[src/design/assert_macros.svh]
// Assertion macros shared by the encoder RTL.
// Expects signals clk and rst_n in the scope of use.
`ifndef ASSERT_MACROS_SVH
`define ASSERT_MACROS_SVH

// Clocked property, disabled during reset.
`define ASSERT_PROP(lbl, prop, msg) \
    lbl: assert property (@(posedge clk) disable iff (!rst_n) (prop)) else $error(msg);

// Same-cycle implication.
`define ASSERT_IMPL(lbl, ante, cons, msg) \
    `ASSERT_PROP(lbl, (ante) |-> (cons), msg)

// Next-cycle implication.
`define ASSERT_NEXT(lbl, ante, cons, msg) \
    `ASSERT_PROP(lbl, (ante) |=> (cons), msg)

`endif

[src/design/tre_pkg.sv]
// Types and constants of the transparency RLE encoder.
// No dependencies.
`default_nettype none

package tre_pkg;

    localparam int OUT_ADDR_BITS = 24;
    localparam int VALUE_BITS    = 8;
    localparam int DIM_BITS      = 16;
    localparam int CAP_BITS      = 24;
    localparam int RUN_BITS      = 7;
    localparam int MAX_RESULTS   = 6;
    localparam int CNT_BITS      = 3;

    localparam logic [1:0] CFG_IMAGE_WIDTH  = 2'd0;
    localparam logic [1:0] CFG_IMAGE_HEIGHT = 2'd1;
    localparam logic [1:0] CFG_CAPACITY     = 2'd2;

    localparam logic [RUN_BITS-1:0] RUN_MAX = 7'h7f;

    localparam logic [DIM_BITS-1:0] DIM_RESET = 16'd1;
    localparam logic [CAP_BITS-1:0] CAP_RESET = 24'hffffff;

    typedef struct packed {
        logic [OUT_ADDR_BITS-1:0] address;
        logic [VALUE_BITS-1:0]    value;
        logic                     enable;
        logic                     done;
        logic [OUT_ADDR_BITS-1:0] total;
        logic                     status;
    } result_t;

endpackage

`default_nettype wire

[src/design/transparency_rle_encoder.sv]
// Transparency RLE sprite encoder: pixels in, stream byte writes out.
// Depends on tre_pkg and assert_macros.svh.
`default_nettype none

`include "assert_macros.svh"

// Takes one pixel per request and turns it into the byte writes it causes
// (0 to 6: header bytes on the first pixel of an image, a pixel byte for
// opaque pixels, count bytes when a run closes or fills). All writes of one
// pixel are worked out in the accept cycle and held in a six-entry result
// buffer that hands out one write per cycle while out_ready is high; the
// next pixel is accepted in the cycle the buffer's last write leaves, and
// a pixel causing no write leaves the buffer empty for the next pixel.
// The final write of an image carries stream_done, the stream length and
// the overflow status; the encoder then starts over. Configuration is
// taken every cycle on the cfg port and must only change between images.
module transparency_rle_encoder
    import tre_pkg::*;
#(
    parameter int ADDRESS_BITS = 24
) (
    input  wire logic                     clk,
    input  wire logic                     rst_n,
    input  wire logic                     cfg_valid,
    output logic                          cfg_ready,
    input  wire logic [1:0]               cfg_index,
    input  wire logic [CAP_BITS-1:0]      cfg_data,
    input  wire logic                     in_valid,
    output logic                          in_ready,
    input  wire logic [VALUE_BITS-1:0]    pixel,
    input  wire logic                     transparent,
    output logic                          out_valid,
    input  wire logic                     out_ready,
    output logic [OUT_ADDR_BITS-1:0]      write_address,
    output logic [VALUE_BITS-1:0]         write_value,
    output logic                          write_enable,
    output logic                          stream_done,
    output logic [OUT_ADDR_BITS-1:0]      total_length,
    output logic                          status
);

    localparam int CMP_BITS = (ADDRESS_BITS > CAP_BITS) ? ADDRESS_BITS : CAP_BITS;
    localparam logic [ADDRESS_BITS-1:0] ADDR_MAX = {ADDRESS_BITS{1'b1}};
    localparam logic [ADDRESS_BITS-1:0] SLOT_RESET = ADDRESS_BITS'(4);
    localparam logic [ADDRESS_BITS-1:0] NEXT_RESET = ADDRESS_BITS'(5);

    function automatic logic [ADDRESS_BITS-1:0] bump(input logic [ADDRESS_BITS-1:0] a);
        return (a == ADDR_MAX) ? a : a + 1'b1;
    endfunction

    function automatic result_t make_res(
        input logic [ADDRESS_BITS-1:0] a,
        input logic [VALUE_BITS-1:0]   v,
        input logic                    d,
        input logic                    ovf_in,
        input logic [ADDRESS_BITS-1:0] tot,
        input logic [CAP_BITS-1:0]     cap
    );
        result_t r;
        logic    en;
        en        = (CMP_BITS'(a) < CMP_BITS'(cap)) && (a != ADDR_MAX);
        r.address = OUT_ADDR_BITS'(a);
        r.value   = v;
        r.enable  = en;
        r.done    = d;
        r.total   = d ? OUT_ADDR_BITS'(tot) : '0;
        r.status  = d && (ovf_in || !en);
        return r;
    endfunction

    // configuration
    logic [DIM_BITS-1:0] width_reg;
    logic [DIM_BITS-1:0] height_reg;
    logic [CAP_BITS-1:0] cap_reg;

    // image state
    logic                    started_reg;
    logic                    rt_reg;
    logic [RUN_BITS-1:0]     rl_reg;
    logic [ADDRESS_BITS-1:0] cs_reg;
    logic [ADDRESS_BITS-1:0] na_reg;
    logic [DIM_BITS-1:0]     col_reg;
    logic [DIM_BITS-1:0]     row_reg;
    logic                    ovf_reg;

    // result buffer
    result_t             ent_reg [MAX_RESULTS];
    result_t             ent_next [MAX_RESULTS];
    logic [CNT_BITS-1:0] cnt_reg;
    logic [CNT_BITS-1:0] idx_reg;
    logic                bvalid_reg;

    // per-pixel working values
    logic                    rt_next;
    logic [RUN_BITS-1:0]     rl_next;
    logic [ADDRESS_BITS-1:0] cs_next;
    logic [ADDRESS_BITS-1:0] na_next;
    logic                    ovf_next;
    logic [CNT_BITS-1:0]     cnt_next;
    logic                    img_last;
    logic                    col_last;
    logic                    row_last;

    logic in_acc;
    logic out_acc;
    logic out_last;

    assign cfg_ready = 1'b1;
    assign out_valid = bvalid_reg;
    assign out_last  = (idx_reg == cnt_reg - 3'd1);
    assign in_ready  = !bvalid_reg || (out_ready && out_last);
    assign in_acc    = in_valid && in_ready;
    assign out_acc   = out_valid && out_ready;

    assign write_address = ent_reg[idx_reg].address;
    assign write_value   = ent_reg[idx_reg].value;
    assign write_enable  = ent_reg[idx_reg].enable;
    assign stream_done   = ent_reg[idx_reg].done;
    assign total_length  = ent_reg[idx_reg].total;
    assign status        = ent_reg[idx_reg].status;

    assign col_last = ({1'b0, col_reg} + 17'd1) >= {1'b0, width_reg};
    assign row_last = ({1'b0, row_reg} + 17'd1) >= {1'b0, height_reg};
    assign img_last = col_last && row_last;

    always_comb
    begin
        ent_next = ent_reg;
        cnt_next = '0;
        ovf_next = ovf_reg;
        rt_next  = rt_reg;
        rl_next  = rl_reg;
        cs_next  = cs_reg;
        na_next  = na_reg;

        // header: state already holds its reset values here
        if (!started_reg)
        begin
            ent_next[0] = make_res(ADDRESS_BITS'(0), width_reg[7:0], 1'b0, ovf_next, na_next,
                                   cap_reg);
            ent_next[1] = make_res(ADDRESS_BITS'(1), width_reg[15:8], 1'b0, ovf_next, na_next,
                                   cap_reg);
            ent_next[2] = make_res(ADDRESS_BITS'(2), height_reg[7:0], 1'b0, ovf_next, na_next,
                                   cap_reg);
            ent_next[3] = make_res(ADDRESS_BITS'(3), height_reg[15:8], 1'b0, ovf_next, na_next,
                                   cap_reg);
            ovf_next = ovf_next || !ent_next[0].enable || !ent_next[1].enable
                       || !ent_next[2].enable || !ent_next[3].enable;
            cnt_next = 3'd4;
            rt_next  = transparent;
        end

        if (transparent == rt_next)
        begin
            rl_next = rl_next + 1'b1;
            if (!transparent)
            begin
                ent_next[cnt_next] = make_res(na_next, pixel, 1'b0, ovf_next, na_next, cap_reg);
                ovf_next = ovf_next || !ent_next[cnt_next].enable;
                cnt_next = cnt_next + 1'b1;
                na_next  = bump(na_next);
            end
            // full run: close it now and open a fresh slot
            if (rl_next == RUN_MAX)
            begin
                ent_next[cnt_next] = make_res(cs_next, {transparent, RUN_MAX}, 1'b0, ovf_next,
                                              na_next, cap_reg);
                ovf_next = ovf_next || !ent_next[cnt_next].enable;
                cnt_next = cnt_next + 1'b1;
                rl_next  = '0;
                cs_next  = na_next;
                na_next  = bump(na_next);
            end
        end
        else
        begin
            ent_next[cnt_next] = make_res(cs_next, {rt_next, rl_next}, 1'b0, ovf_next, na_next,
                                          cap_reg);
            ovf_next = ovf_next || !ent_next[cnt_next].enable;
            cnt_next = cnt_next + 1'b1;
            rt_next  = transparent;
            rl_next  = RUN_BITS'(1);
            cs_next  = na_next;
            na_next  = bump(na_next);
            if (!transparent)
            begin
                ent_next[cnt_next] = make_res(na_next, pixel, 1'b0, ovf_next, na_next, cap_reg);
                ovf_next = ovf_next || !ent_next[cnt_next].enable;
                cnt_next = cnt_next + 1'b1;
                na_next  = bump(na_next);
            end
        end

        // flush the open run on the last pixel
        if (img_last)
        begin
            ent_next[cnt_next] = make_res(cs_next, {rt_next, rl_next}, 1'b1, ovf_next, na_next,
                                          cap_reg);
            ovf_next = ovf_next || !ent_next[cnt_next].enable;
            cnt_next = cnt_next + 1'b1;
        end
    end

    always_ff @(posedge clk or negedge rst_n)
    begin
        if (!rst_n)
        begin
            width_reg  <= DIM_RESET;
            height_reg <= DIM_RESET;
            cap_reg    <= CAP_RESET;
        end
        else if (cfg_valid && cfg_ready)
        begin
            unique case (cfg_index)
                CFG_IMAGE_WIDTH:  width_reg  <= cfg_data[DIM_BITS-1:0];
                CFG_IMAGE_HEIGHT: height_reg <= cfg_data[DIM_BITS-1:0];
                CFG_CAPACITY:     cap_reg    <= cfg_data;
                default:          ;
            endcase
        end
    end

    always_ff @(posedge clk or negedge rst_n)
    begin
        if (!rst_n)
        begin
            started_reg <= 1'b0;
            rt_reg      <= 1'b0;
            rl_reg      <= '0;
            cs_reg      <= SLOT_RESET;
            na_reg      <= NEXT_RESET;
            col_reg     <= '0;
            row_reg     <= '0;
            ovf_reg     <= 1'b0;
        end
        else if (in_acc)
        begin
            if (img_last)
            begin
                started_reg <= 1'b0;
                rt_reg      <= 1'b0;
                rl_reg      <= '0;
                cs_reg      <= SLOT_RESET;
                na_reg      <= NEXT_RESET;
                col_reg     <= '0;
                row_reg     <= '0;
                ovf_reg     <= 1'b0;
            end
            else
            begin
                started_reg <= 1'b1;
                rt_reg      <= rt_next;
                rl_reg      <= rl_next;
                cs_reg      <= cs_next;
                na_reg      <= na_next;
                ovf_reg     <= ovf_next;
                if (col_last)
                begin
                    col_reg <= '0;
                    row_reg <= row_reg + 1'b1;
                end
                else
                begin
                    col_reg <= col_reg + 1'b1;
                end
            end
        end
    end

    always_ff @(posedge clk or negedge rst_n)
    begin
        if (!rst_n)
        begin
            bvalid_reg <= 1'b0;
            cnt_reg    <= '0;
            idx_reg    <= '0;
        end
        else if (in_acc)
        begin
            bvalid_reg <= (cnt_next != '0);
            cnt_reg    <= cnt_next;
            idx_reg    <= '0;
        end
        else if (out_acc)
        begin
            if (out_last)
                bvalid_reg <= 1'b0;
            else
                idx_reg <= idx_reg + 1'b1;
        end
    end

    always_ff @(posedge clk)
    begin
        if (in_acc)
            ent_reg <= ent_next;
    end

    `ASSERT_IMPL(a_buf_nonempty, bvalid_reg, cnt_reg != '0, "result buffer valid but empty")
    `ASSERT_IMPL(a_idx_in_range, bvalid_reg, idx_reg < cnt_reg, "result index past fill")
    `ASSERT_IMPL(a_done_is_last, out_valid && stream_done, out_last, "done not on last write")
    `ASSERT_NEXT(a_image_restart, in_acc && img_last, na_reg == NEXT_RESET, "image not restarted")

endmodule

`default_nettype wire

[config.mk]
export PLATFORM = sky130hd
export DESIGN_NAME = transparency_rle_encoder
export DESIGN_NICKNAME = d
export VERILOG_FILES = /design/src/design/tre_pkg.sv /design/src/design/transparency_rle_encoder.sv
export VERILOG_INCLUDE_DIRS = /design/src /design/src/design
export SDC_FILE = /design/constraint.sdc
export NUM_CORES = 1
export LEC_CHECK = 0
export ABC_AREA = 0
export BUFFER_PORTS_ARGS = -buffer_cell sky130_fd_sc_hd__clkbuf_2
export CAP_MARGIN = 10
export CELL_PAD_IN_SITES_DETAIL_PLACEMENT = 0
export CELL_PAD_IN_SITES_GLOBAL_PLACEMENT = 1
export CORE_UTILIZATION = 45
export CTS_CLUSTER_DIAMETER = 50
export DETAILED_ROUTE_END_ITERATION = 16
export PLACE_DENSITY_LB_ADDON = 0.1
export RECOVER_POWER = 25
export SLEW_MARGIN = 15
export SYNTH_ARGS = -nofsm -noshare
export SYNTH_HDL_FRONTEND = slang
export SYNTH_SLANG_ARGS = --single-unit
[constraint.sdc]
create_clock -name clk -period 13.55 [get_ports clk]
set_clock_uncertainty 0.05 [all_clocks]
set_input_delay 2.0325 -clock clk [delete_from_list [all_inputs] [get_ports clk]]
set_output_delay 2.0325 -clock clk [all_outputs]
set_load 0.005 [all_outputs]
==> out/summary.txt, run 1 <==
# resized after CTS - 0
Vias in the first global route - 30641
Clock sinks - 507
Setup Buffers After CTS - 0
VDD IR-drop max - 322 uV
Net Sw Frac - 44.6%
Cells after Synth - 3740
Worst-path clk slew - 0.05 ns
Root Buffer - clkbuf_16
Chip Height - 279 um
Fin area - 38500 sq um
Clk_lat worst skew - 0.66 ns
CORE AREA - 76100 sq um
Max Freq - 0.102 GHz
Clock power frac - 23.4%
Wire per inst - 31.0 um
Area Overhead vs Synth - 11.3%
Critical Path RT - 13.86 ns
Sw Pwr - 3.84 mW
GPL Wtd Cong - 1.02
Crit path kind - flop to flop
Failing checks - max-capacitance violations, max-slew violations
CP Max Fanout - 99
Remaining global-route overflow - 0
GR Util All Layers - 37.6%
Pin count of the biggest net entering global routing - 178
Largest stage delay, worst path - 3.69 ns
TritonCTS clock tree - built
Top FF cell, synth - edfxtp_1
P_int - 4.76 mW
Syn nets - 3916
Post-synth cell types - 96
N_diodes - 0
CP Buf/Inv Count - 1
Fillers - 7247
Number of flops mapped to enable cells by yosys - 354
Flop pwr share - 31.0%
Drt via density - 6.68
Commonest non-fill, non-tap cell in the layout - edfxtp_1
Tcrit/Tclk final - 72.3%
Hold Violations, Final - 0
Rows - 101
Comb power frac - 45.6%
Yosys reg bits - 507
Setup TNS - 0 ns
Die X - 279 um
Share of cells above drive strength 1 - 13.2%
Class of the worst hold path - flop to flop
Power per cell area - 223 nW/um^2
Drt total wl - 147000 um
Kind of cell adding the most delay to the critical path - buffers and inverters
Syn Area/Cell - 9.26 sq um
Full die area - 78000 sq um
Crit end category - flop
Relative slew slack - -221%
Transition time at the pin with the least slew margin - 4.78 ns
Syn. warnings - 0
Final setup vio count - 0
Final core utilization - 50.7%
Max reg flops - 354
# nets final - 3844
IO buf count - 100
Vias - 31816
DRT iter0 DRCs - 3699
Pre-Repair DR Iteration Count - 6
Total CTS buffers - 76
Deepest clock path buffer count - 3
Critical path's slowest cell - clkinvlp_2
Max_cap viols - 4
Critical path arrival - 10.11 ns
Place WS - 5.18 ns
Initial Util - 45.5%
Number of hold buffers added after CTS - 0
Detailed Place HPWL - 100000 um
Area post-placement - 36000 sq um
Synth Cell Area - 34600 sq um
Final WS setup - 3.75 ns
LEAKAGE - 15.1 nW
Crit-path cells - xnor2_1 > xnor2_1 > o31a_1 > a21oi_1 > nand2_4 > clkinvlp_2 > nand2_2 > o22ai_1
Post-synth ARST share - 30.2%
Most used cell, CP - xnor2_1
Commonest cells after routing, fill and taps aside - edfxtp_1 (354), nand2_1 (349), o21ai_0 (323)
Min cycle time layout - 9.80 ns
# DRC - 0
First-pass GRT wire length - 216000 um
Max Slew Vio Count - 211
WHS - 0.455 ns
Antenna viol nets, final - 0
I/O Pins - 102
Initial antenna violation count - 4
Critical Path Start Type - flop
Post-synthesis sequential area ratio - 41.9%
Max H-tree Level - 3
Outcome - finished with violations
RSZ-0062 raised after global routing - no
path summary, 6_finish.rpt:
path	from	cells past startpoint	end	slack [ns]
worst min register to register	cnt_reg[2]	2	cnt_reg[2]	0.45
max in group asynchronous	rst_n	3	idx_reg[0]	5.79
worst min-delay path	cnt_reg[2]	2	cnt_reg[2]	0.45
worst max register to register	idx_reg[2]	8	na_reg[7]	3.75
min in group asynchronous	rst_n	1	row_reg[5]	3.06
worst max-delay path	idx_reg[2]	8	na_reg[7]	3.75
power groups by stage:
stage | Clock [mW] | Combinational (mW) | Sequential (mW)
after floorplan | 0 | 2.60 | 2.43
after global placement | 0 | 3.78 | 2.65
after detailed placement | 0 | 3.84 | 2.67
after CTS | 2.04 | 3.86 | 2.64
after global routing | 2.09 | 4.21 | 2.70
final | 2.01 | 3.92 | 2.67
cells by family (layout without fill, tap and decap cells):
family                     after synthesis  in the layout  synth area share, %
other                                    1              1               0.0108
adders and majority gates              136            136                 4.92
DFF                                    507            507                 41.9
xor gates and xnor gates               103            103                 2.61
and+or+nand+nor                       1105           1105                 15.4
muxes                                  237            237                 9.19
AOI/OAI and AO/OA                     1144           1144                 20.3
buffers and inverters                  507            498                 5.66
metal layers:
metal	global-route usage [%]	part of all wire, %
met5	0	0.021
met1	50.6	41
met2	59.1	45
met4	17.8	5.3
met3	6.10	8.5
worst register-to-register path, stage by stage (launching register included):
cell and delay (ns):
dfrtp_1 1.33, xnor2_1 0.21, xnor2_1 0.21, o31a_1 0.23, a21oi_1 0.14, nand2_4 0.46
clkinvlp_2 3.70, nand2_2 3.00, o22ai_1 0.17
through the flow:
| stage | power (mW) | std cells |
|---|---|---|
| after CTS | 8.53 | 4761 |
| final | 8.60 | 4761 |
| after floorplan | 5.03 | 3740 |
| after global routing | 9.00 | 4761 |
| after detailed placement | 6.51 | 4620 |
| after global placement | 6.44 | 4620 |
Yosys cell counts, drive strengths merged, types with 25 or more instances:
cell type  count  area (sq um)
a211oi        28           215
a21oi        194           971
a31oi         27           169
and3          33           206
buf           83           364
clkbuf       258           972
dfrtp        124          3100
dfstp         29           762
edfxtp       354         10600
ha           136          1700
inv          165           619
mux2          47           529
mux2i        131          1320
mux4          59          1330
nand2        357          1340
nand3        259          1300
nand4         73           484
nor2         189           712
nor3          54           275
nor4          26           199
o211ai        48           370
o21ai        446          2230
o22ai        161          1010
o31ai         42           315
xnor2         78           683
xor2          25           219
cell type report:
| type | count | area [sq um] | share of cell area [%] |
|---|---|---|---|
| clock inverters | 45 | 587 | 1.52 |
| clock buffers | 96 | 1990 | 5.16 |
| inverters | 166 | 626 | 1.62 |
| well taps | 1030 | 1290 | 3.34 |
| repair buffers | 191 | 1190 | 3.10 |
| multi-input cells | 2726 | 18300 | 47.6 |
| flip-flops and latches | 507 | 14500 | 37.6 |
Note: power is estimated with default switching activity, not from simulation.
==> inputs of run 2 (changes only) <==
==> constraint.sdc (replaced) <==
create_clock -name clk -period 8.45 [get_ports clk]
set_clock_uncertainty 0.05 [all_clocks]
set_input_delay 1.2675 -clock clk [delete_from_list [all_inputs] [get_ports clk]]
set_output_delay 1.2675 -clock clk [all_outputs]
set_load 0.005 [all_outputs]
==> out/summary.txt, run 2 (synthesis results as in run 1) <==
Pre-Repair DR Iteration Count - 7 (+1)
Commonest non-fill, non-tap cell in the layout - edfxtp_1
Fin area - 38800 sq um (+0.64%)
Crit end category - flop
Relative slew slack - -162% (+59 points)
Max reg flops - 354 (unchanged)
CORE AREA - 76100 sq um (unchanged)
VDD IR-drop max - 293 uV (-9.0%)
Hold Violations, Final - 0 (unchanged)
Drt total wl - 144000 um (-2.0%)
DRT iter0 DRCs - 3661 (-1.0%)
Tot Pwr - 13.9 mW (+61%)
Number of hold buffers added after CTS - 0 (unchanged)
CP Max Fanout - 21 (-79%)
Area Overhead vs Synth - 12.0%
Chip Height - 279 um (unchanged)
GPL Wtd Cong - 1.02 (+0.29%)
Hold path depth - 2 (unchanged)
Area post-placement - 36100 sq um (+0.35%)
Vias in the first global route - 30736 (+0.31%)
Max H-tree Level - 3 (unchanged)
Clk_lat worst skew - 0.65 ns (about the same)
Tcrit/Tclk final - 79.7% (+7.4 points)
Clock sinks - 507 (unchanged)
Reg2reg setup slack - 1.72 ns (-2.04 ns)
Crit path kind - flop to flop
# resized after CTS - 0 (unchanged)
LEAKAGE - 15.2 nW (+1.1%)
Critical path arrival - 7.07 ns (-3.04 ns)
Die X - 279 um (unchanged)
First-pass GRT wire length - 212000 um (-1.8%)
Wire per inst - 30.1 um (-2.7%)
RR Endpoint - ent_reg[118]
Failing checks - max-capacitance violations, max-slew violations
Largest stage delay, worst path - 0.77 ns (-2.92 ns)
GR Util All Layers - 36.7% (-0.90 points)
Detailed Place HPWL - 99100 um (-1.3%)
Max_cap viols - 4 (unchanged)
Reg2Reg Launch Point - na_reg[0]
Pin count of the biggest net entering global routing - 172 (-3.4%)
Setup Buffers After CTS - 0 (unchanged)
Initial antenna violation count - 6 (+2)
Antenna viol nets, final - 0 (unchanged)
Most used cell, CP - a21o_1
Final setup vio count - 0 (unchanged)
CP startpoint - na_reg[0]
Min cycle time layout - 6.73 ns (-3.06 ns)
IO buf count - 100 (unchanged)
Commonest cells after routing, fill and taps aside - edfxtp_1 (354), nand2_1 (348), o21ai_0 (323)
Setup TNS - 0 ns (unchanged)
Worst setup path endpoint - ent_reg[118]
Worst-path clk slew - 0.05 ns (about the same)
Rows - 101 (unchanged)
TritonCTS clock tree - built
Max Freq - 0.148 GHz (+45%)
# nets final - 3865 (+0.55%)
Non-Filler Instances - 4793 (+0.67%)
Power per cell area - 358 nW/um^2 (+60%)
WL met3 - 13000 um (+4.2%)
Class of the worst hold path - flop to flop
Crit-path cells - ha_1 > and4_1 > nand4_1 > o2111ai_1 > xnor2_1 > o21ai_0 > mux2i_1 > inv_1 > ha_1 > a21o_1 > a21o_1 > a21oi_1 > o21ai_0 > a211oi_1 > o21bai_1 > a311oi_1 > nand3_2 > a21o_1
Total CTS buffers - 79 (+3.9%)
Max Slew Vio Count - 192 (-9.0%)
Root Buffer - clkbuf_16
Remaining global-route overflow - 0 (unchanged)
Critical Path RT - 8.78 ns (-5.08 ns)
Vias - 31935 (+0.37%)
Critical Path Start Type - flop
# DRC - 0 (unchanged)
WL met1 - 58900 um (-2.4%)
Critical path's slowest cell - dfstp_2
Initial Util - 45.5% (unchanged)
Cells after DPL - 4637 (+0.37%)
Outcome - finished with violations
RSZ-0062 raised after global routing - no
Reg2Reg Depth - 18 (+10)
Full die area - 78000 sq um (unchanged)
I/O Pins - 102 (unchanged)
Deepest clock path buffer count - 3 (unchanged)
Top Metal Used - met5
Transition time at the pin with the least slew margin - 3.92 ns (-0.858 ns)
Share of cells above drive strength 1 - 13.9% (+0.69 points)
Drt via density - 6.66 (-0.30%)
Metal2 WL - 66100 um (-1.2%)
[run 2: cell types whose count changed in the layout (fill, tap and decap cells not counted), moves of 2 or more]
cell | previous run | this run
clkinv_8 | 0 | 2
clkbuf_1 | 27 | 21
inv_6 | 7 | 11
clkinv_16 | 5 | 1
diode_2 | 0 | 8
clkbuf_8 | 1 | 7
inv_8 | 1 | 3
buf_12 | 2 | 4
nand2_2 | 4 | 6
clkbuf_16 | 76 | 81
buf_4 | 87 | 102
[run 2: layer usage]
layer	track usage [%]	vias to the layer above
met5	0	-
met2	57.9	1679
met3	8.01	332
li1	-	14024
met1	48.3	15892
met4	16.3	8
[run 2: worst min path at each step]
stage              startpoint        endpoint  slack [ns]
4_1_cts               ovf_reg         ovf_reg        0.45
3_5_place_dp          ovf_reg         ovf_reg        0.44
2_1_floorplan         ovf_reg         ovf_reg        0.40
6_report              ovf_reg         ovf_reg        0.45
3_3_place_gp          ovf_reg         ovf_reg        0.42
5_1_grt        height_reg[15]  height_reg[15]        0.46
[run 2: stage by stage]
stage                     worst slack [ns]  utilization [%]  hold slack, ns
after detailed placement              1.46             47.5           0.442
after global routing                  1.31             51.0           0.464
after floorplan                       1.08                -           0.401
after global placement                1.42             47.5           0.415
final                                 1.72             51.0           0.453
after CTS                             2.00             51.0           0.452
[run 2: critical path, delay by kind of cell (launching register included)]
family,cells,cell delay [ns]
xor gates and xnor gates,1,0.30
AOI/OAI and AO/OA,10,2.85
buffers and inverters,1,0.20
muxes,1,0.47
DFF,1,0.77
and+or+nand+nor,3,1.05
adders and majority gates,2,0.79
[run 2: final cells by class]
cell class	count	area (sq um)
repair buffers	209	1350
flip-flops and latches	507	14500
diodes	8	20.0
clock inverters	46	504
well taps	1030	1290
fillers	7209	37300
inverters	166	632
multi-input cells	2726	18300
clock buffers	101	2170
[run 2: where the power goes]
group | internal (mW) | switching (mW) | leakage [nW]
Combinational | 2.19 | 4.13 | 8.78
Sequential | 3.55 | 0.685 | 5.16
Clock | 2.01 | 1.31 | 1.29
Total | 7.75 | 6.13 | 15.2
